--- config.mk ---
export PLATFORM = sky130hd
export DESIGN_NAME = url_percent_decoder
export DESIGN_NICKNAME = d
export VERILOG_FILES = /design/src/rtl/upd_pkg.sv /design/src/rtl/url_percent_decoder.sv
export SDC_FILE = /design/constraint.sdc
export NUM_CORES = 1
export LEC_CHECK = 0
export BUFFER_PORTS_ARGS = -buffer_cell sky130_fd_sc_hd__buf_2
export CAP_MARGIN = 5
export CORE_ASPECT_RATIO = 1.25
export CORE_MARGIN = 2
export CORE_UTILIZATION = 40
export CTS_CLUSTER_DIAMETER = 200
export DETAILED_ROUTE_END_ITERATION = 10
export PLACE_DENSITY = 0.66
export SLEW_MARGIN = 40
export SYNTH_ARGS = -nofsm -noshare
export SYNTH_HDL_FRONTEND = slang
export SYNTH_SLANG_ARGS = --single-unit
--- constraint.sdc ---
create_clock -name i_clk -period 7.1 [get_ports i_clk]
set_input_delay 1.42 -clock i_clk [delete_from_list [all_inputs] [get_ports i_clk]]
set_output_delay 1.42 -clock i_clk [all_outputs]
set_load 0.005 [all_outputs]
--- src/rtl/upd_pkg.sv ---
// ----------------------------------------------------------------------------
// upd_pkg: shared definitions for the URL percent decoder
// Character codes, escape phase codes, the result item type and the hex
// digit helpers used by the decoder datapath.
// ----------------------------------------------------------------------------
`default_nettype none

package upd_pkg;

    // Character codes the decoder looks for or produces.
    localparam logic [7:0] C_PERCENT = 8'h25;
    localparam logic [7:0] C_PLUS    = 8'h2B;
    localparam logic [7:0] C_SPACE   = 8'h20;
    localparam logic [7:0] C_ZERO    = 8'h30;
    localparam logic [7:0] C_NINE    = 8'h39;
    localparam logic [7:0] C_LOWER_A = 8'h61;
    localparam logic [7:0] C_LOWER_F = 8'h66;
    localparam logic [7:0] C_UPPER_A = 8'h41;
    localparam logic [7:0] C_UPPER_F = 8'h46;
    localparam logic [7:0] C_CASE_BIT = 8'h20;
    localparam logic [7:0] C_TEN     = 8'd10;

    // Escape phase codes: nothing held, '%' held, '%' and one hex digit held.
    localparam logic [1:0] PH_NONE = 2'd0;
    localparam logic [1:0] PH_PCT  = 2'd1;
    localparam logic [1:0] PH_HEX  = 2'd2;

    // Result queue geometry.
    localparam int unsigned MAX_RES   = 3;
    localparam int unsigned Q_DEPTH   = 4;
    localparam int unsigned Q_AW      = 2;
    localparam int unsigned Q_CW      = 3;

    // One result item as it waits in the output queue.
    typedef struct packed {
        logic [7:0] out_byte;
        logic       byte_valid;
        logic       end_of_string;
        logic       truncated;
    } t_result;

    // True for 0-9, a-f and A-F.
    function automatic logic is_hex(input logic [7:0] c);
        return ((c >= C_ZERO) && (c <= C_NINE)) ||
               ((c >= C_LOWER_A) && (c <= C_LOWER_F)) ||
               ((c >= C_UPPER_A) && (c <= C_UPPER_F));
    endfunction

    // Nibble value of a hex digit; letters of either case fold to lower case.
    function automatic logic [3:0] hex_val(input logic [7:0] c);
        logic [7:0] t;
        if ((c >= C_ZERO) && (c <= C_NINE)) begin
            t = c - C_ZERO;
        end else begin
            t = (c | C_CASE_BIT) - C_LOWER_A + C_TEN;
        end
        return t[3:0];
    endfunction

endpackage

`default_nettype wire

--- src/rtl/url_percent_decoder.sv ---
// ----------------------------------------------------------------------------
// url_percent_decoder: streaming URL percent decoder
// Decodes one encoded character per item into up to three decoded bytes,
// caps the decoded bytes of each string and marks the end of each string.
// ----------------------------------------------------------------------------
//
//  Channel   Handshake            Payload
//  --------  -------------------  -----------------------------------------
//  input     i_valid / o_ready    i_in_byte, i_in_last
//  output    o_valid / i_ready    o_out_byte, o_byte_valid,
//                                 o_end_of_string, o_truncated
//  config    i_cfg_we             i_cfg_wdata (max_output)
//
//  An input item is decoded in the cycle it is accepted and its zero to three
//  results enter a four-entry result queue; results leave one per cycle while
//  i_ready is high. The input takes an item whenever at most one result is
//  queued, so items that give one result each flow at one per clock even with
//  a result waiting if i_ready stays high. An item giving two or three results
//  holds the input while the queue drains. Reset is synchronous and active low;
//  it empties the queue, clears the escape state and sets max_output to 65535.
// ----------------------------------------------------------------------------
`default_nettype none

module url_percent_decoder (
    input  wire logic        i_clk,
    input  wire logic        i_rst_n,
    input  wire logic        i_valid,
    output logic             o_ready,
    input  wire logic [7:0]  i_in_byte,
    input  wire logic        i_in_last,
    output logic             o_valid,
    input  wire logic        i_ready,
    output logic [7:0]       o_out_byte,
    output logic             o_byte_valid,
    output logic             o_end_of_string,
    output logic             o_truncated,
    input  wire logic        i_cfg_we,
    input  wire logic [15:0] i_cfg_wdata
);

    // Configuration and decoder state.
    logic [15:0] r_max_output;
    logic [1:0]  r_phase,   n_phase;
    logic [7:0]  r_held,    n_held;
    logic [15:0] r_count,   n_count;
    logic        r_dropped, n_dropped;

    // Result queue.
    upd_pkg::t_result r_queue [upd_pkg::Q_DEPTH];
    logic [upd_pkg::Q_AW-1:0] r_rd;
    logic [upd_pkg::Q_CW-1:0] r_qcnt;

    // Decode outputs for the current item.
    logic [7:0]       cand [upd_pkg::MAX_RES];
    logic [1:0]       cand_n;
    logic [1:0]       kept_n;
    logic [1:0]       res_n;
    logic             trunc_now;
    upd_pkg::t_result res [upd_pkg::MAX_RES];

    logic accept_in;
    logic pop_out;
    logic [upd_pkg::Q_AW-1:0] wr_base;

    assign o_ready   = (r_qcnt <= upd_pkg::Q_CW'(1));
    assign accept_in = i_valid && o_ready;
    assign o_valid   = (r_qcnt != '0);
    assign pop_out   = o_valid && i_ready;
    assign wr_base   = r_rd + r_qcnt[upd_pkg::Q_AW-1:0];

    assign o_out_byte      = r_queue[r_rd].out_byte;
    assign o_byte_valid    = r_queue[r_rd].byte_valid;
    assign o_end_of_string = r_queue[r_rd].end_of_string;
    assign o_truncated     = r_queue[r_rd].truncated;

    // Decode: list the candidate bytes this item releases, apply the cap and
    // work out the next escape state.
    always_comb begin
        logic       b_hex;
        logic       fresh_emit;
        logic [7:0] fresh_byte;
        logic [1:0] fresh_phase;
        logic [1:0] mid_phase;
        logic [7:0] mid_held;
        logic [16:0] avail;

        b_hex       = upd_pkg::is_hex(i_in_byte);
        fresh_emit  = (i_in_byte != upd_pkg::C_PERCENT);
        fresh_byte  = (i_in_byte == upd_pkg::C_PLUS) ? upd_pkg::C_SPACE : i_in_byte;
        fresh_phase = fresh_emit ? upd_pkg::PH_NONE : upd_pkg::PH_PCT;
        mid_phase   = upd_pkg::PH_NONE;
        mid_held    = '0;
        cand_n      = '0;
        for (int j = 0; j < upd_pkg::MAX_RES; j++) begin
            cand[j] = '0;
        end

        // Bytes released by the escape that was pending.
        unique case (r_phase)
            upd_pkg::PH_PCT: begin
                if (b_hex) begin
                    mid_phase = upd_pkg::PH_HEX;
                    mid_held  = i_in_byte;
                end else begin
                    cand[cand_n] = upd_pkg::C_PERCENT;
                    cand_n       = cand_n + 2'd1;
                    if (fresh_emit) begin
                        cand[cand_n] = fresh_byte;
                        cand_n       = cand_n + 2'd1;
                    end
                    mid_phase = fresh_phase;
                end
            end
            upd_pkg::PH_HEX: begin
                if (b_hex) begin
                    cand[cand_n] = {upd_pkg::hex_val(r_held), upd_pkg::hex_val(i_in_byte)};
                    cand_n       = cand_n + 2'd1;
                end else begin
                    cand[cand_n] = upd_pkg::C_PERCENT;
                    cand_n       = cand_n + 2'd1;
                    cand[cand_n] = r_held;
                    cand_n       = cand_n + 2'd1;
                    if (fresh_emit) begin
                        cand[cand_n] = fresh_byte;
                        cand_n       = cand_n + 2'd1;
                    end
                    mid_phase = fresh_phase;
                end
            end
            default: begin
                if (fresh_emit) begin
                    cand[cand_n] = fresh_byte;
                    cand_n       = cand_n + 2'd1;
                end
                mid_phase = fresh_phase;
            end
        endcase

        // At the end of a string a pending escape passes through literally.
        if (i_in_last) begin
            if (mid_phase == upd_pkg::PH_PCT) begin
                cand[cand_n] = upd_pkg::C_PERCENT;
                cand_n       = cand_n + 2'd1;
            end else if (mid_phase == upd_pkg::PH_HEX) begin
                cand[cand_n] = upd_pkg::C_PERCENT;
                cand_n       = cand_n + 2'd1;
                cand[cand_n] = mid_held;
                cand_n       = cand_n + 2'd1;
            end
        end

        // Cap: only the first bytes that fit under max_output are kept.
        avail = (r_max_output > r_count) ?
                ({1'b0, r_max_output} - {1'b0, r_count}) : 17'd0;
        kept_n    = (avail >= 17'(cand_n)) ? cand_n : avail[1:0];
        trunc_now = r_dropped || (kept_n != cand_n);
        res_n     = (i_in_last && (kept_n == 2'd0)) ? 2'd1 : kept_n;

        // Result items, with the end marker on the last one of the string.
        for (int j = 0; j < upd_pkg::MAX_RES; j++) begin
            res[j].out_byte      = (2'(j) < kept_n) ? cand[j] : 8'd0;
            res[j].byte_valid    = (2'(j) < kept_n);
            res[j].end_of_string = i_in_last && (2'(j) == (res_n - 2'd1));
            res[j].truncated     = trunc_now;
        end

        // Next state; the end of a string returns everything to its reset value.
        if (i_in_last) begin
            n_phase   = upd_pkg::PH_NONE;
            n_held    = '0;
            n_count   = '0;
            n_dropped = 1'b0;
        end else begin
            n_phase   = mid_phase;
            n_held    = mid_held;
            n_count   = r_count + 16'(kept_n);
            n_dropped = trunc_now;
        end
    end

    // Configuration register and decoder state.
    always_ff @(posedge i_clk) begin
        if (!i_rst_n) begin
            r_max_output <= 16'hFFFF;
            r_phase      <= upd_pkg::PH_NONE;
            r_held       <= '0;
            r_count      <= '0;
            r_dropped    <= 1'b0;
        end else begin
            if (i_cfg_we) begin
                r_max_output <= i_cfg_wdata;
            end
            if (accept_in) begin
                r_phase   <= n_phase;
                r_held    <= n_held;
                r_count   <= n_count;
                r_dropped <= n_dropped;
            end
        end
    end

    // Result queue pointers.
    always_ff @(posedge i_clk) begin
        if (!i_rst_n) begin
            r_rd   <= '0;
            r_qcnt <= '0;
        end else begin
            if (pop_out) begin
                r_rd <= r_rd + upd_pkg::Q_AW'(1);
            end
            r_qcnt <= r_qcnt + (accept_in ? upd_pkg::Q_CW'(res_n) : '0)
                             - (pop_out ? upd_pkg::Q_CW'(1) : '0);
        end
    end

    // Result queue storage: the item's results go in behind those waiting.
    always_ff @(posedge i_clk) begin
        if (accept_in) begin
            for (int j = 0; j < upd_pkg::MAX_RES; j++) begin
                if (2'(j) < res_n) begin
                    r_queue[wr_base + upd_pkg::Q_AW'(j)] <= res[j];
                end
            end
        end
    end

endmodule

`default_nettype wire

# [Word-level counts from Yosys, hierarchy flattened]
# Memories as Yosys holds them, arrays and structs flattened. A register that Yosys moved wholly into a read port is not among the register bits.
# Index checks and enable logic that the tools add are counted.
[op_classes] eq_ne=9 add_sub_neg=17 bitwise=5 muxes=56 reduce_logical=18 magnitude_cmp=21
[ops] op="$mux W8" n=12
[ops] op="$mux W24" n=3
[ops] op="$demux W8 S2" n=2
[ops] op="$mux W16" n=2
[ops] op="$pmux W8 S2" n=2
[ops] op="$mux W2" n=13
[ops] op="$bwmux W24" n=1
[ops] op="$ge A17 B2 Y1" n=1
[ops] op="$mux W17" n=1
[ops] op="$sub A16 B16 Y17" n=1
[ops] op="$add A16 B2 Y16" n=1
[ops] op="$ge A8 B6 Y1 const B" n=2
[ops] op="$ge A8 B7 Y1 const B" n=2
[ops] op="$gt A16 B16 Y1" n=1
[ops] op="$le A8 B6 Y1 const B" n=2
[ops] op="$le A8 B7 Y1 const B" n=2
[ops] op="$sub A4 B1 Y4 const B" n=4
[ops] op="$and A15 B15 Y15" n=1
[ops] op="$mux W1" n=15
[ops] op="$not A15 Y15" n=1
[ops] op="$mux W14" n=1
[ops] op="$logic_and A1 B1 Y1" n=12
[ops] op="$or A9 B9 Y9" n=1
[ops] op="$add A2 B1 Y2 const B" n=4
[ops] op="other kinds (24)" n=39
[word_totals] register_bits=48 word_cells=134 memories=1 in_bits=30 ramBits=44
[memory_table] memory="r_queue" words=4 word_bits=11 rd=1 rd_ports_with_merged_regs=1 wr=3 line_no="url_percent_decoder.sv:49" text="upd_pkg::t_result r_queue [upd_pkg::Q_DEPTH];"

# [Longest topological paths before layout]
# Gate-level depths: netlist of run 1.
[depth] ltp_word=20 mapped_depth=28

# [Least setup slack after synthesis of run 1]
# OpenSTA, ideal clock, no wires.
[synth_timing] path_kind="input port to flip-flop" start="input port i_in_byte[1]" end="register r_qcnt[2] in the netlist's numbering" cell_stages=27 n_path_buf=2 path_slack_ns=0.818 arrival_ns=6.167 required_ns=6.985 path_cell_list="inv_1 ha_1 and2_1 a311o_1 a211oi_2 inv_1 ha_1 nand3_1 o32ai_4 ha_1 a21o_1 nand2b_1 nand2_2 and3_1 buf_2 nor2_1 clkbuf_1 a21o_1 nand2_1 ha_1 inv_1 ha_1 inv_1 fa_1 xor2_1 xnor2_1 and2_1"
[synth_between] elab_chain_cells=19 elab_cells_between_ends=37
[synth_rtl] item="start, declared" line_no="url_percent_decoder.sv:29" text="input wire logic [7:0] i_in_byte,"
[synth_rtl] item="$ge A8 B6 Y1 (tied with other cells)" line_no="upd_pkg.sv:44" text="return ((c >= C_ZERO) && (c <= C_NINE)) ||"
[synth_rtl] item="$logic_and A1 B1 Y1 (on tied branches)" line_no="upd_pkg.sv:44, upd_pkg.sv:45"
[synth_rtl] item="$logic_or A1 B1 Y1" line_no="upd_pkg.sv:44"
[synth_rtl] item="$logic_or A1 B1 Y1" line_no="upd_pkg.sv:45" text="((c >= C_LOWER_A) && (c <= C_LOWER_F)) ||"
[synth_rtl] item="$mux W2 (on tied branches)" line_no="url_percent_decoder.sv:115, url_percent_decoder.sv:101"
[synth_rtl] item="$pmux W2 S2" line_no="url_percent_decoder.sv:99" text="unique case (r_phase)"
[synth_rtl] item="$add A2 B1 Y2" line_no="url_percent_decoder.sv:143, url_percent_decoder.sv:146"
[synth_rtl] item="$add A2 B1 Y2" line_no="url_percent_decoder.sv:148" text="cand_n = cand_n + 2'd1;"
[synth_rtl] item="[... 3 more ...]"
[synth_rtl] item="$ge A17 B2 Y1" line_no="url_percent_decoder.sv:155" text="kept_n = (avail >= 17'(cand_n)) ? cand_n : avail[1:0];"
[synth_rtl] item="$mux W2 *" line_no="url_percent_decoder.sv:155"
[synth_rtl] item="$logic_not A2 Y1" line_no="url_percent_decoder.sv:157" text="res_n = (i_in_last && (kept_n == 2'd0)) ? 2'd1 : kept_n;"
[synth_rtl] item="$logic_and A1 B1 Y1" line_no="url_percent_decoder.sv:157"
[synth_rtl] item="$mux W2 *" line_no="url_percent_decoder.sv:157"
[synth_rtl] item="$mux W2 *" line_no="url_percent_decoder.sv:211" text="r_qcnt <= r_qcnt + (accept_in ? upd_pkg::Q_CW'(res_n) : '0)"
[synth_rtl] item="$add A3 B2 Y3 *" line_no="url_percent_decoder.sv:211"
[synth_rtl] item="$sub A3 B1 Y3 *" line_no="url_percent_decoder.sv:212" text="- (pop_out ? upd_pkg::Q_CW'(1) : '0);"
[synth_rtl] item="end signal, assigned" line_no="url_percent_decoder.sv:211"
[synth_rtl] item="end, declared" line_no="url_percent_decoder.sv:51" text="logic [upd_pkg::Q_CW-1:0] r_qcnt;"
# Mark *: on every way between the ends. The rest lies on a longest branch, timed or not.
# A chain may end at the register's enable or synchronous reset.

# [Final worst setup path of run 1]
# Ends and elaborated chain as after synthesis.

==> metrics.csv, run 1 <==
stage;metric;value;unit
global_route;grt_pass1_vias;6551;
cells_and_area;post-route-util;44.3;%
clock_network;ctsHoldBuffers;0;
logic_synthesis;synth_ff_type;dfxtp_1;
logic_synthesis;muxShareOfSynthArea;7.08;%
timing;tightestPinTransition;0.838;ns
timing;finalSetupViolations;0;
logic_synthesis;synth_top_area_share;17.3;%
clock_network;clock_latency;0.37;ns
clock_network;clk_pin_slew_worst_paths;0.07;ns
drt;route.detailed.drc;0;
global_route;grt_use_met2;35.9;%
clock_network;cts_sinks;94;
logic_synthesis;synth_top_family_by_area;compound AO/OA/AOI/OAI gates;
timing;setup_tns;0;ns
clock_network;cts_buffers;9;
logic_synthesis;synthArstFlopShare;0;%
timing;rsz0062_at_grt;no;
logic_synthesis;synth_xor_area_share;1.49;%
logic_synthesis;ys_seq_area_share;30.4;%
logic_synthesis;syn_inst;889;
power_and_ir_drop;total_power;1.70;mW
drt;ant_nets;0;
power_and_ir_drop;power_density;205;nW/um2
status;outcome;finished clean;
worst_setup_path;crit_type;primary input to flop;
global_route;antenna_found_initial;0;
worst_hold_path;holdCritPathClass;flop to flop;
die;num_rows;56;
timing;drv_slew;0;
worst_setup_path;critPathCaptureType;flop;
logic_synthesis;syn_nets;958;
logic_synthesis;synth-simple-area-share;24.3;%
clock_network;htree_levels;3;
clock_network;ctsRootBufferMaster;clkbuf_16;
power_and_ir_drop;ir_drop;106;uV
die;die_h;158;um
global_route;grt.busiest_layer;met2;
die;die_x;128;um
drt;via_per_inst;6.14;
power_and_ir_drop;leakage;3.06;nW
logic_synthesis;synth_compound_area_share;24.9;%
drt;vias;6974;
placement;hpwl;15.4;mm
drt;initialDrtViolationCount;625;
drt;drt-total-wl;20.6;mm
logic_synthesis;synth_area_per_cell;8.59;um2
cells_and_area;layout-drive-gt1-share;13.3;%
logic_synthesis;synth_top_cell_by_area;edfxtp_1;
timing;slew_headroom;43.7;%
clock_network;cts_tree;done;
logic_synthesis;synthTopCellsByArea;edfxtp_1 (17%), dfxtp_1 (13%), ha_1 (6.1%);
clock_network;cts_setup_buffers;0;
clock_network;cts.repair.resized;0;
cells_and_area;syn_to_final_growth;8.61;%
worst_setup_path;crit_path_max_fanout;13;
global_route;grt_pass1_wl;34.2;mm
die;core_area;18700;um2
placement;portBuffers;42;
job;cap_viol_max_count;0;
timing;min_period;6.32;ns
die;start_util;40.8;%
logic_synthesis;yosys.area_share.adder;6.59;%
global_route;grt_max_degree;38;
drt;dr.pass1.iters;5;
logic_synthesis;synth-edff-count;44;
timing;skew;0.0200;ns
logic_synthesis;netlist_area;7630;um2
logic_synthesis;yosys_warnings;0;
timing;min_period_over_period;89.0;%
drt;drt-wirelength-per-cell;18.1;um
worst_setup_path;required;7.35;ns
cells_and_area;final_nets;968;
worst_setup_path;rrSetupSlack;1.33;ns
logic_synthesis;synth_seq_cells;94;
worst_setup_path;arrival;6.57;ns
timing;timing.hold.ws;0.469;ns
global_route;grt.total_usage;21.0;%
logic_synthesis;synth_cell_types;87;
timing;finalHoldViolCount;0;
cells_and_area;antenna_cells;0;
global_route;grt_overflow;0;
placement;routabilityCongestion;0.925;
worst_setup_path;critPathLaunchType;primary input;
die;io_pins;43;
global_route;use_met3;3.19;%
timing;max_freq;158;MHz
die;die_area;20200;um2
clock_network;clockBufferDepth;2;
global_route;use_met1;26.9;%
-- state kept, by name, summed over array words and instances (netlist names), named ones only --
name,flops
r_queue,44
r_count,16
r_max_output,16
r_held,8
r_qcnt,3
r_phase,2
r_rd,2
r_dropped,1
-- cells in the final DEF (no fill, tap or decap), types with 12 or more instances in the layout --
cell type / count
nand2b_1: 12
nor4_1: 12
a21oi_1: 39
nor2_1: 58
nor2b_1: 19
ha_1: 37
nand3_1: 43
buf_2: 42
o211ai_1: 19
o21ai_0: 36
inv_1: 42
dfxtp_1: 50
nand2_1: 95
a31oi_1: 14
edfxtp_1: 44
a22oi_1: 17
mux2i_1: 27
and3_1: 21
nor3_1: 23
-- routing by layer --
layer	routed length (um)	vias up	share of wire [%]
met5	0	-	0
met4	605	0	2.9
met3	1030	48	5.0
met2	9870	224	48
met1	9040	3310	44
li1	-	3392	-
-- cells by family after synthesis --
kind of cell | count (synthesis)
XOR/XNOR | 13
AND/OR/NAND/NOR | 354
buffers and inverters | 96
flip-flops | 94
AO/OA/AOI/OAI | 253
multiplexers | 40
adder cells (fa/ha/maj) | 39
-- stage by stage --
step | setup slack, ns | instance area, um2 | std cells
after global placement | 0.576 | 7980 | 1120
final | 0.779 | 8290 | 1136
after CTS | 0.789 | 8290 | 1136
after detailed placement | 0.434 | 7990 | 1120
after floorplan | 0.818 | 7630 | 889
after global routing | 0.331 | 8290 | 1136
-- where the power goes --
group	internal, mW	switching, mW	total, mW
Combinational	0.211	0.290	0.500
Clock	0.276	0.227	0.503
Sequential	0.649	0.0436	0.692
Total	1.13	0.561	1.70
-- worst paths after layout --
kind                            start                       end  depth (start not counted)
max reg2reg   r_count[9]$_SDFFE_PN0P_      r_qcnt[2]$_SDFF_PN0_                         24
max                      i_in_byte[1]      r_qcnt[2]$_SDFF_PN0_                         25
min          r_count[15]$_SDFFE_PN0P_  r_count[15]$_SDFFE_PN0P_                          2
min reg2reg  r_count[15]$_SDFFE_PN0P_  r_count[15]$_SDFFE_PN0P_                          2
-- cell usage after synthesis, types with 7 or more instances --
library cell,number
o31a_1,11
a21oi_1,39
and3_1,21
nor2b_1,19
mux2i_1,27
nand2b_1,12
a221o_1,10
a21o_1,10
mux4_2,11
or2_2,7
xnor2_1,7
a22o_1,7
inv_1,42
o2111ai_1,11
nand4_1,11
clkbuf_1,30
nor4_1,12
dfxtp_1,50
ha_1,37
and2_1,10
nand3_1,43
a21boi_0,7
nor3_1,24
o21a_1,9
edfxtp_1,44
nor2_1,60
o211ai_1,19
nand2_1,95
o21ai_0,37
buf_2,14
a22oi_1,17
a31oi_1,14
-- critical path, cell delays in order --
cell,delay [ns]
buf_2,0.17
inv_1,0.09
ha_1,0.21
and2_1,0.19
a311o_1,0.33
a211oi_2,0.30
inv_1,0.11
ha_1,0.30
nand3_1,0.11
o32ai_4,0.35
ha_1,0.32
a21oi_1,0.37
a21oi_1,0.25
mux2i_1,0.26
inv_1,0.26
a21o_1,0.22
nand2_1,0.06
ha_1,0.22
inv_1,0.05
ha_1,0.13
inv_1,0.05
fa_1,0.36
xor2_1,0.16
xnor2_1,0.12
and2_1,0.15
-- cell type report --
cell class / count / area [um2]
clock buffers: 10 / 229
clock inverters: 6 / 68.8
fillers: 1845 / 10400
inverters: 42 / 158
multi-input cells: 699 / 4930
flip-flops and latches: 94 / 2320
well taps: 232 / 290
repair buffers: 53 / 293
Note: power is estimated with default switching activity, not from simulation.
==> inputs of run 2 (changes only) <==
--- a/config.mk
+++ b/config.mk
@@ -13,6 +13,7 @@
 export CTS_CLUSTER_DIAMETER = 200
 export DETAILED_ROUTE_END_ITERATION = 10
 export PLACE_DENSITY = 0.66
+export REMOVE_ABC_BUFFERS = 1
 export SLEW_MARGIN = 40
 export SYNTH_ARGS = -nofsm -noshare
 export SYNTH_HDL_FRONTEND = slang
==> run 2 against run 1 <==
Maximum frequency hardly changed. Design area about the same. Critical path depth up 1. Largest cell class unchanged. Utilization barely moved. Hold slack better by 0.0089 ns. Sequential cell count did not move. Power decreased by 0.37%. Global-route usage fell by 0.77 points. Cell count unchanged. Register-to-register slack better by 0.06 ns. Non-clock buffer count did not move.
==> metrics.csv, run 2 (synthesis gave the netlist of run 1 again) <==
stage;metric;value;unit
worst_setup_path;timing.rr.start;r_count[5]$_SDFFE_PN0P_;
global_route;grt_max_degree;38;
drt;via_per_inst;6.14;
clock_network;cts_buffers;9;
drt;initialDrtViolationCount;606;
worst_hold_path;holdCritPathClass;flop to flop;
worst_setup_path;crit_slowest_cell;a21oi_1;
timing;max_freq;158;MHz
worst_setup_path;rr_endpoint;r_qcnt[2]$_SDFF_PN0_;
global_route;use_met1;25.3;%
die;die_area;20200;um2
timing;min_period;6.32;ns
cells_and_area;syn_to_final_growth;8.62;%
die;start_util;40.8;%
worst_setup_path;crit_top_cell;ha_1;
timing;drv_slew;0;
die;die_x;128;um
cells_and_area;post-route-util;44.3;%
power_and_ir_drop;ir_drop;130;uV
placement;routabilityCongestion;0.927;
clock_network;htree_levels;3;
worst_setup_path;rrSetupSlack;1.39;ns
timing;slew_headroom;46.5;%
worst_setup_path;required;7.35;ns
die;io_pins;43;
cells_and_area;register_area;2320;um2
clock_network;cts_sinks;94;
global_route;grt.busiest_layer;met2;
worst_setup_path;arrival;6.57;ns
worst_setup_path;r2r_cells;25;
job;cap_viol_max_count;0;
timing;rsz0062_at_grt;no;
clock_network;clk_pin_slew_worst_paths;0.07;ns
cells_and_area;antenna_cells;0;
clock_network;cts_setup_buffers;0;
worst_hold_path;min_from;r_count[6]$_SDFFE_PN0P_;
timing;timing.hold.ws;0.478;ns
worst_setup_path;crit_type;primary input to flop;
status;outcome;finished clean;
worst_hold_path;holdPathEnd;r_count[6]$_SDFFE_PN0P_;
die;num_rows;56;
clock_network;clockBufferDepth;2;
timing;finalHoldViolCount;0;
worst_hold_path;hold_path_depth;2;
power_and_ir_drop;leakage;3.06;nW
clock_network;cts_tree;done;
die;die_h;158;um
global_route;use_met3;3.16;%
timing;min_period_over_period;89.0;%
placement;hpwl;15.2;mm
drt;drt-total-wl;20.4;mm
clock_network;ctsHoldBuffers;0;
cells_and_area;layout_commonest_cell;nand2_1;
drt;route.detailed.drc;0;
global_route;grt_pass1_wl;33.1;mm
timing;setup_tns;0;ns
clock_network;clock_latency;0.36;ns
worst_setup_path;critPathCaptureType;flop;
global_route;grt_pass1_vias;6422;
cells_and_area;largest_register_ffs;44;
power_and_ir_drop;power_density;204;nW/um2
timing;tightestPinTransition;0.794;ns
cells_and_area;nFillCells;1818;
cells_and_area;reg_top3;r_queue (44), r_count (16), r_max_output (16);
timing;skew;0.0136;ns
cells_and_area;layout-drive-gt1-share;13.4;%
cells_and_area;final_cell_mix;nand2_1 (95), nor2_1 (58), dfxtp_1 (49);
clock_network;cts.repair.resized;0;
drt;vias;6977;
worst_setup_path;crit_path_max_fanout;8;
global_route;grt_use_met2;35.1;%
clock_network;ctsRootBufferMaster;clkbuf_16;
cells_and_area;top_register;r_queue;
die;core_area;18700;um2
worst_setup_path;max_stage_delay;0.38;ns
drt;ant_nets;0;
global_route;antenna_found_initial;0;
placement;portBuffers;42;
global_route;grt_overflow;0;
drt;drt-wirelength-per-cell;17.9;um
drt;dr.pass1.iters;5;
worst_setup_path;critPathLaunchType;primary input;
global_route;grt.total_usage;20.3;%
timing;finalSetupViolations;0;
cells_and_area;multiInputGateArea;4940;um2
cells_and_area;final_nets;968;
-- run 2: layout make-up --
cell class | instances | area share [%]
flip-flops and latches | 94 | 28.0
clock buffers | 10 | 2.76
repair buffers | 53 | 3.53
well taps | 232 | 3.50
inverters | 42 | 1.90
clock inverters | 6 | 0.754
multi-input cells | 699 | 59.5
-- run 2: worst max path at each step --
| stage | start | cells past startpoint | slack, ns | endpoint |
|---|---|---|---|---|
| finish | i_in_byte[1] | 26 | 0.78 | r_qcnt[2]$_SDFF_PN0_ |
| global route | i_in_byte[0] | 26 | 0.42 | r_qcnt[2]$_SDFF_PN0_ |
| detailed placement | i_in_byte[1] | 26 | 0.46 | r_qcnt[2]$_SDFF_PN0_ |
| global placement | i_in_byte[1] | 26 | 0.58 | r_qcnt[2]$_SDFF_PN0_ |
| CTS | i_in_byte[1] | 26 | 0.81 | r_qcnt[2]$_SDFF_PN0_ |
| floorplan | i_in_byte[1] | 24 | 0.23 | r_qcnt[2]$_SDFF_PN0_ |
-- run 2: power breakdown --
part	switching [mW]	internal [mW]	total, mW
combinational	0.290	0.212	0.502
clock	0.222	0.272	0.494
sequential	0.0439	0.649	0.693
total	0.555	1.13	1.69
-- run 2: metal layers --
metal	wire (um)	share of wire [%]
met5	0	0
met4	564	2.8
met3	1210	5.9
met2	9900	49
met1	8680	43
-- run 2: critical path: cells and delay by family --
kind                       cells  cell delay (ns)
buffers and inverters          5             0.46
and+or+nand+nor                7             1.09
adders and majority gates      6             1.50
xor gates and xnor gates       2             0.28
AOI/OAI and AO/OA              6             1.81
-- run 2: metrics by stage --
step,worst slack (ns),power [mW],std cells,cell area (um2)
final,0.779,1.69,1136,8290
after global routing,0.416,1.79,1136,8290
after CTS,0.812,1.71,1136,8280
after detailed placement,0.457,1.21,1120,7990
after global placement,0.584,1.20,1120,7980
after floorplan,0.231,1.03,835,7390
==> inputs of run 3 (changes only) <==
--- a/config.mk
+++ b/config.mk
@@ -13,6 +13,7 @@
 export CTS_CLUSTER_DIAMETER = 200
 export DETAILED_ROUTE_END_ITERATION = 10
 export PLACE_DENSITY = 0.66
+export RECOVER_POWER = 25
 export REMOVE_ABC_BUFFERS = 1
 export SLEW_MARGIN = 40
 export SYNTH_ARGS = -nofsm -noshare
==> run 3 against run 2 <==
The run now ends with capacitance limit, slew limit left. Critical path depth stayed put. Via count up 0.37%. Sequential power barely moved. Register-to-register slack about the same. Non-clock buffer count did not move. Hold slack lost 0.0024 ns. Design area down 0.26%. Global-route usage is the same. Power is 0.32% lower. Utilization shrank 0.11 points. Critical path type unchanged. Critical endpoint unchanged. Largest power group unchanged.
==> metrics.csv, run 3 (synthesis gave the netlist of run 1 again) <==
stage;metric;value;unit
status;outcome;complete, but fails checks;
status;violations;capacitance limit, slew limit;
cells_and_area;reg_top3;r_queue (44), r_count (16), r_max_output (16);
placement;place_inst;1120;
global_route;grt_pass1_vias;6422;
worst_hold_path;holdCritPathClass;flop to flop;
clock_network;htree_levels;3;
clock_network;cts.repair.resized;0;
drt;dr.pass1.iters;5;
drt;via_per_inst;6.16;
drt;ant_nets;0;
timing;finalHoldViolCount;0;
worst_hold_path;hold_path_depth;2;
die;core_area;18700;um2
global_route;grt_max_degree;38;
die;die_x;128;um
timing;min_period_over_period;91.2;%
global_route;grt_pass1_wl;33.1;mm
clock_network;cts_tree;done;
clock_network;cts_buffers;9;
cells_and_area;layout-drive-gt1-share;11.8;%
clock_network;clk_pin_slew_worst_paths;0.07;ns
timing;rsz0062_at_grt;no;
cells_and_area;syn_to_final_growth;8.34;%
placement;hpwl;15.2;mm
cells_and_area;largest_register_ffs;44;
die;num_rows;56;
die;die_h;158;um
placement;routabilityCongestion;0.927;
placement;portBuffers;42;
cells_and_area;instances_no_fill;1136;
cells_and_area;final_nets;968;
die;io_pins;43;
worst_setup_path;rr_endpoint;r_qcnt[2]$_SDFF_PN0_;
worst_setup_path;startpoint;i_in_byte[0];
worst_setup_path;required;7.34;ns
cells_and_area;antenna_cells;0;
drt;drt-wirelength-per-cell;17.9;um
worst_hold_path;holdPathEnd;r_count[6]$_SDFFE_PN0P_;
worst_setup_path;timing.rr.start;r_count[5]$_SDFFE_PN0P_;
timing;drv_slew;38;
worst_setup_path;r2r_cells;25;
global_route;grt.total_usage;20.3;%
cells_and_area;final_cell_mix;nand2_1 (95), nor2_1 (58), dfxtp_1 (50);
worst_setup_path;critPathCaptureType;flop;
timing;max_freq;155;MHz
die;start_util;40.8;%
timing;min_period;6.47;ns
timing;finalSetupViolations;0;
clock_network;ctsHoldBuffers;0;
clock_network;ctsRootBufferMaster;clkbuf_16;
timing;slew_headroom;-4.54;%
timing;skew;0.0136;ns
clock_network;cts_sinks;94;
cells_and_area;layout_commonest_cell;nand2_1;
global_route;grt_overflow;0;
timing;setup_tns;0;ns
cells_and_area;top_register;r_queue;
power_and_ir_drop;ir_drop;130;uV
timing;tightestPinTransition;1.57;ns
drt;vias;7003;
worst_setup_path;arrival;6.72;ns
worst_setup_path;critPathLaunchType;primary input;
drt;initialDrtViolationCount;604;
drt;drt-total-wl;20.4;mm
clock_network;clockBufferDepth;2;
worst_setup_path;rrSetupSlack;1.38;ns
job;cap_viol_max_count;1;
global_route;antenna_found_initial;0;
drt;route.detailed.drc;0;
power_and_ir_drop;power_density;204;nW/um2
worst_setup_path;crit_type;primary input to flop;
clock_network;clock_latency;0.36;ns
die;die_area;20200;um2
worst_setup_path;crit_path_max_fanout;9;
worst_hold_path;min_from;r_count[6]$_SDFFE_PN0P_;
power_and_ir_drop;leakage;3.03;nW
clock_network;cts_setup_buffers;0;
==> run 3: critical path, cell delays in order <==
cell,delay [ns]
clkbuf_1,0.31
inv_1,0.16
ha_1,0.25
o21bai_1,0.21
a2111oi_2,0.15
a211oi_2,0.37
inv_1,0.11
ha_1,0.28
nand3_1,0.11
o32ai_4,0.36
ha_1,0.31
a21oi_1,0.38
o2111ai_1,0.25
nand2_2,0.19
and3_1,0.32
nor2_2,0.06
a21o_1,0.18
nand2_1,0.06
ha_1,0.21
inv_1,0.05
ha_1,0.12
inv_1,0.04
fa_1,0.37
xor2_1,0.16
xnor2_1,0.12
and2_1,0.15
==> run 3: metrics by stage <==
stage / power, mW / setup slack [ns] / hold slack (ns) / instance area [um2] / util (%)
final: 1.68 / 0.628 / 0.476 / 8270 / 44.2
after global routing: 1.78 / 0.227 / 0.503 / 8270 / 44.2
after CTS: 1.71 / 0.812 / 0.473 / 8280 / 44.3
after detailed placement: 1.21 / 0.457 / 0.458 / 7990 / 42.7
after global placement: 1.20 / 0.584 / 0.450 / 7980 / 42.6
after floorplan: 1.03 / 0.231 / 0.438 / 7390 / -
==> run 3: final cells by class <==
class | instances | area [um2]
Clock buffer | 10 | 229
Clock inverter | 6 | 62.6
Fill cell | 1825 | 10400
Inverter | 42 | 158
Multi-Input combinational cell | 699 | 4930
Sequential cell | 94 | 2320
Tap cell | 232 | 290
Timing Repair Buffer | 53 | 278
==> run 3: report_power, final <==
group | switching (mW) | internal (mW)
logic | 0.291 | 0.205
clock network | 0.222 | 0.272
registers | 0.0441 | 0.649
==> run 3: worst max-delay path by stage <==
stage,end,slack [ns]
final,r_qcnt[2]$_SDFF_PN0_,0.63
after global routing,r_count[2]$_SDFFE_PN0P_,0.23
after CTS,r_qcnt[2]$_SDFF_PN0_,0.81
after detailed placement,r_qcnt[2]$_SDFF_PN0_,0.46
after global placement,r_qcnt[2]$_SDFF_PN0_,0.58
after floorplan,r_qcnt[2]$_SDFF_PN0_,0.23
==> run 3: per-layer routing <==
layer	share of wire (%)	wire [um]	vias up	global-route usage (%)
met5	0	0	-	0
met4	2.6	539	0	7.90
met3	5.4	1110	48	3.16
met2	49	9970	232	35.1
met1	43	8750	3332	25.3
li1	-	-	3391	-
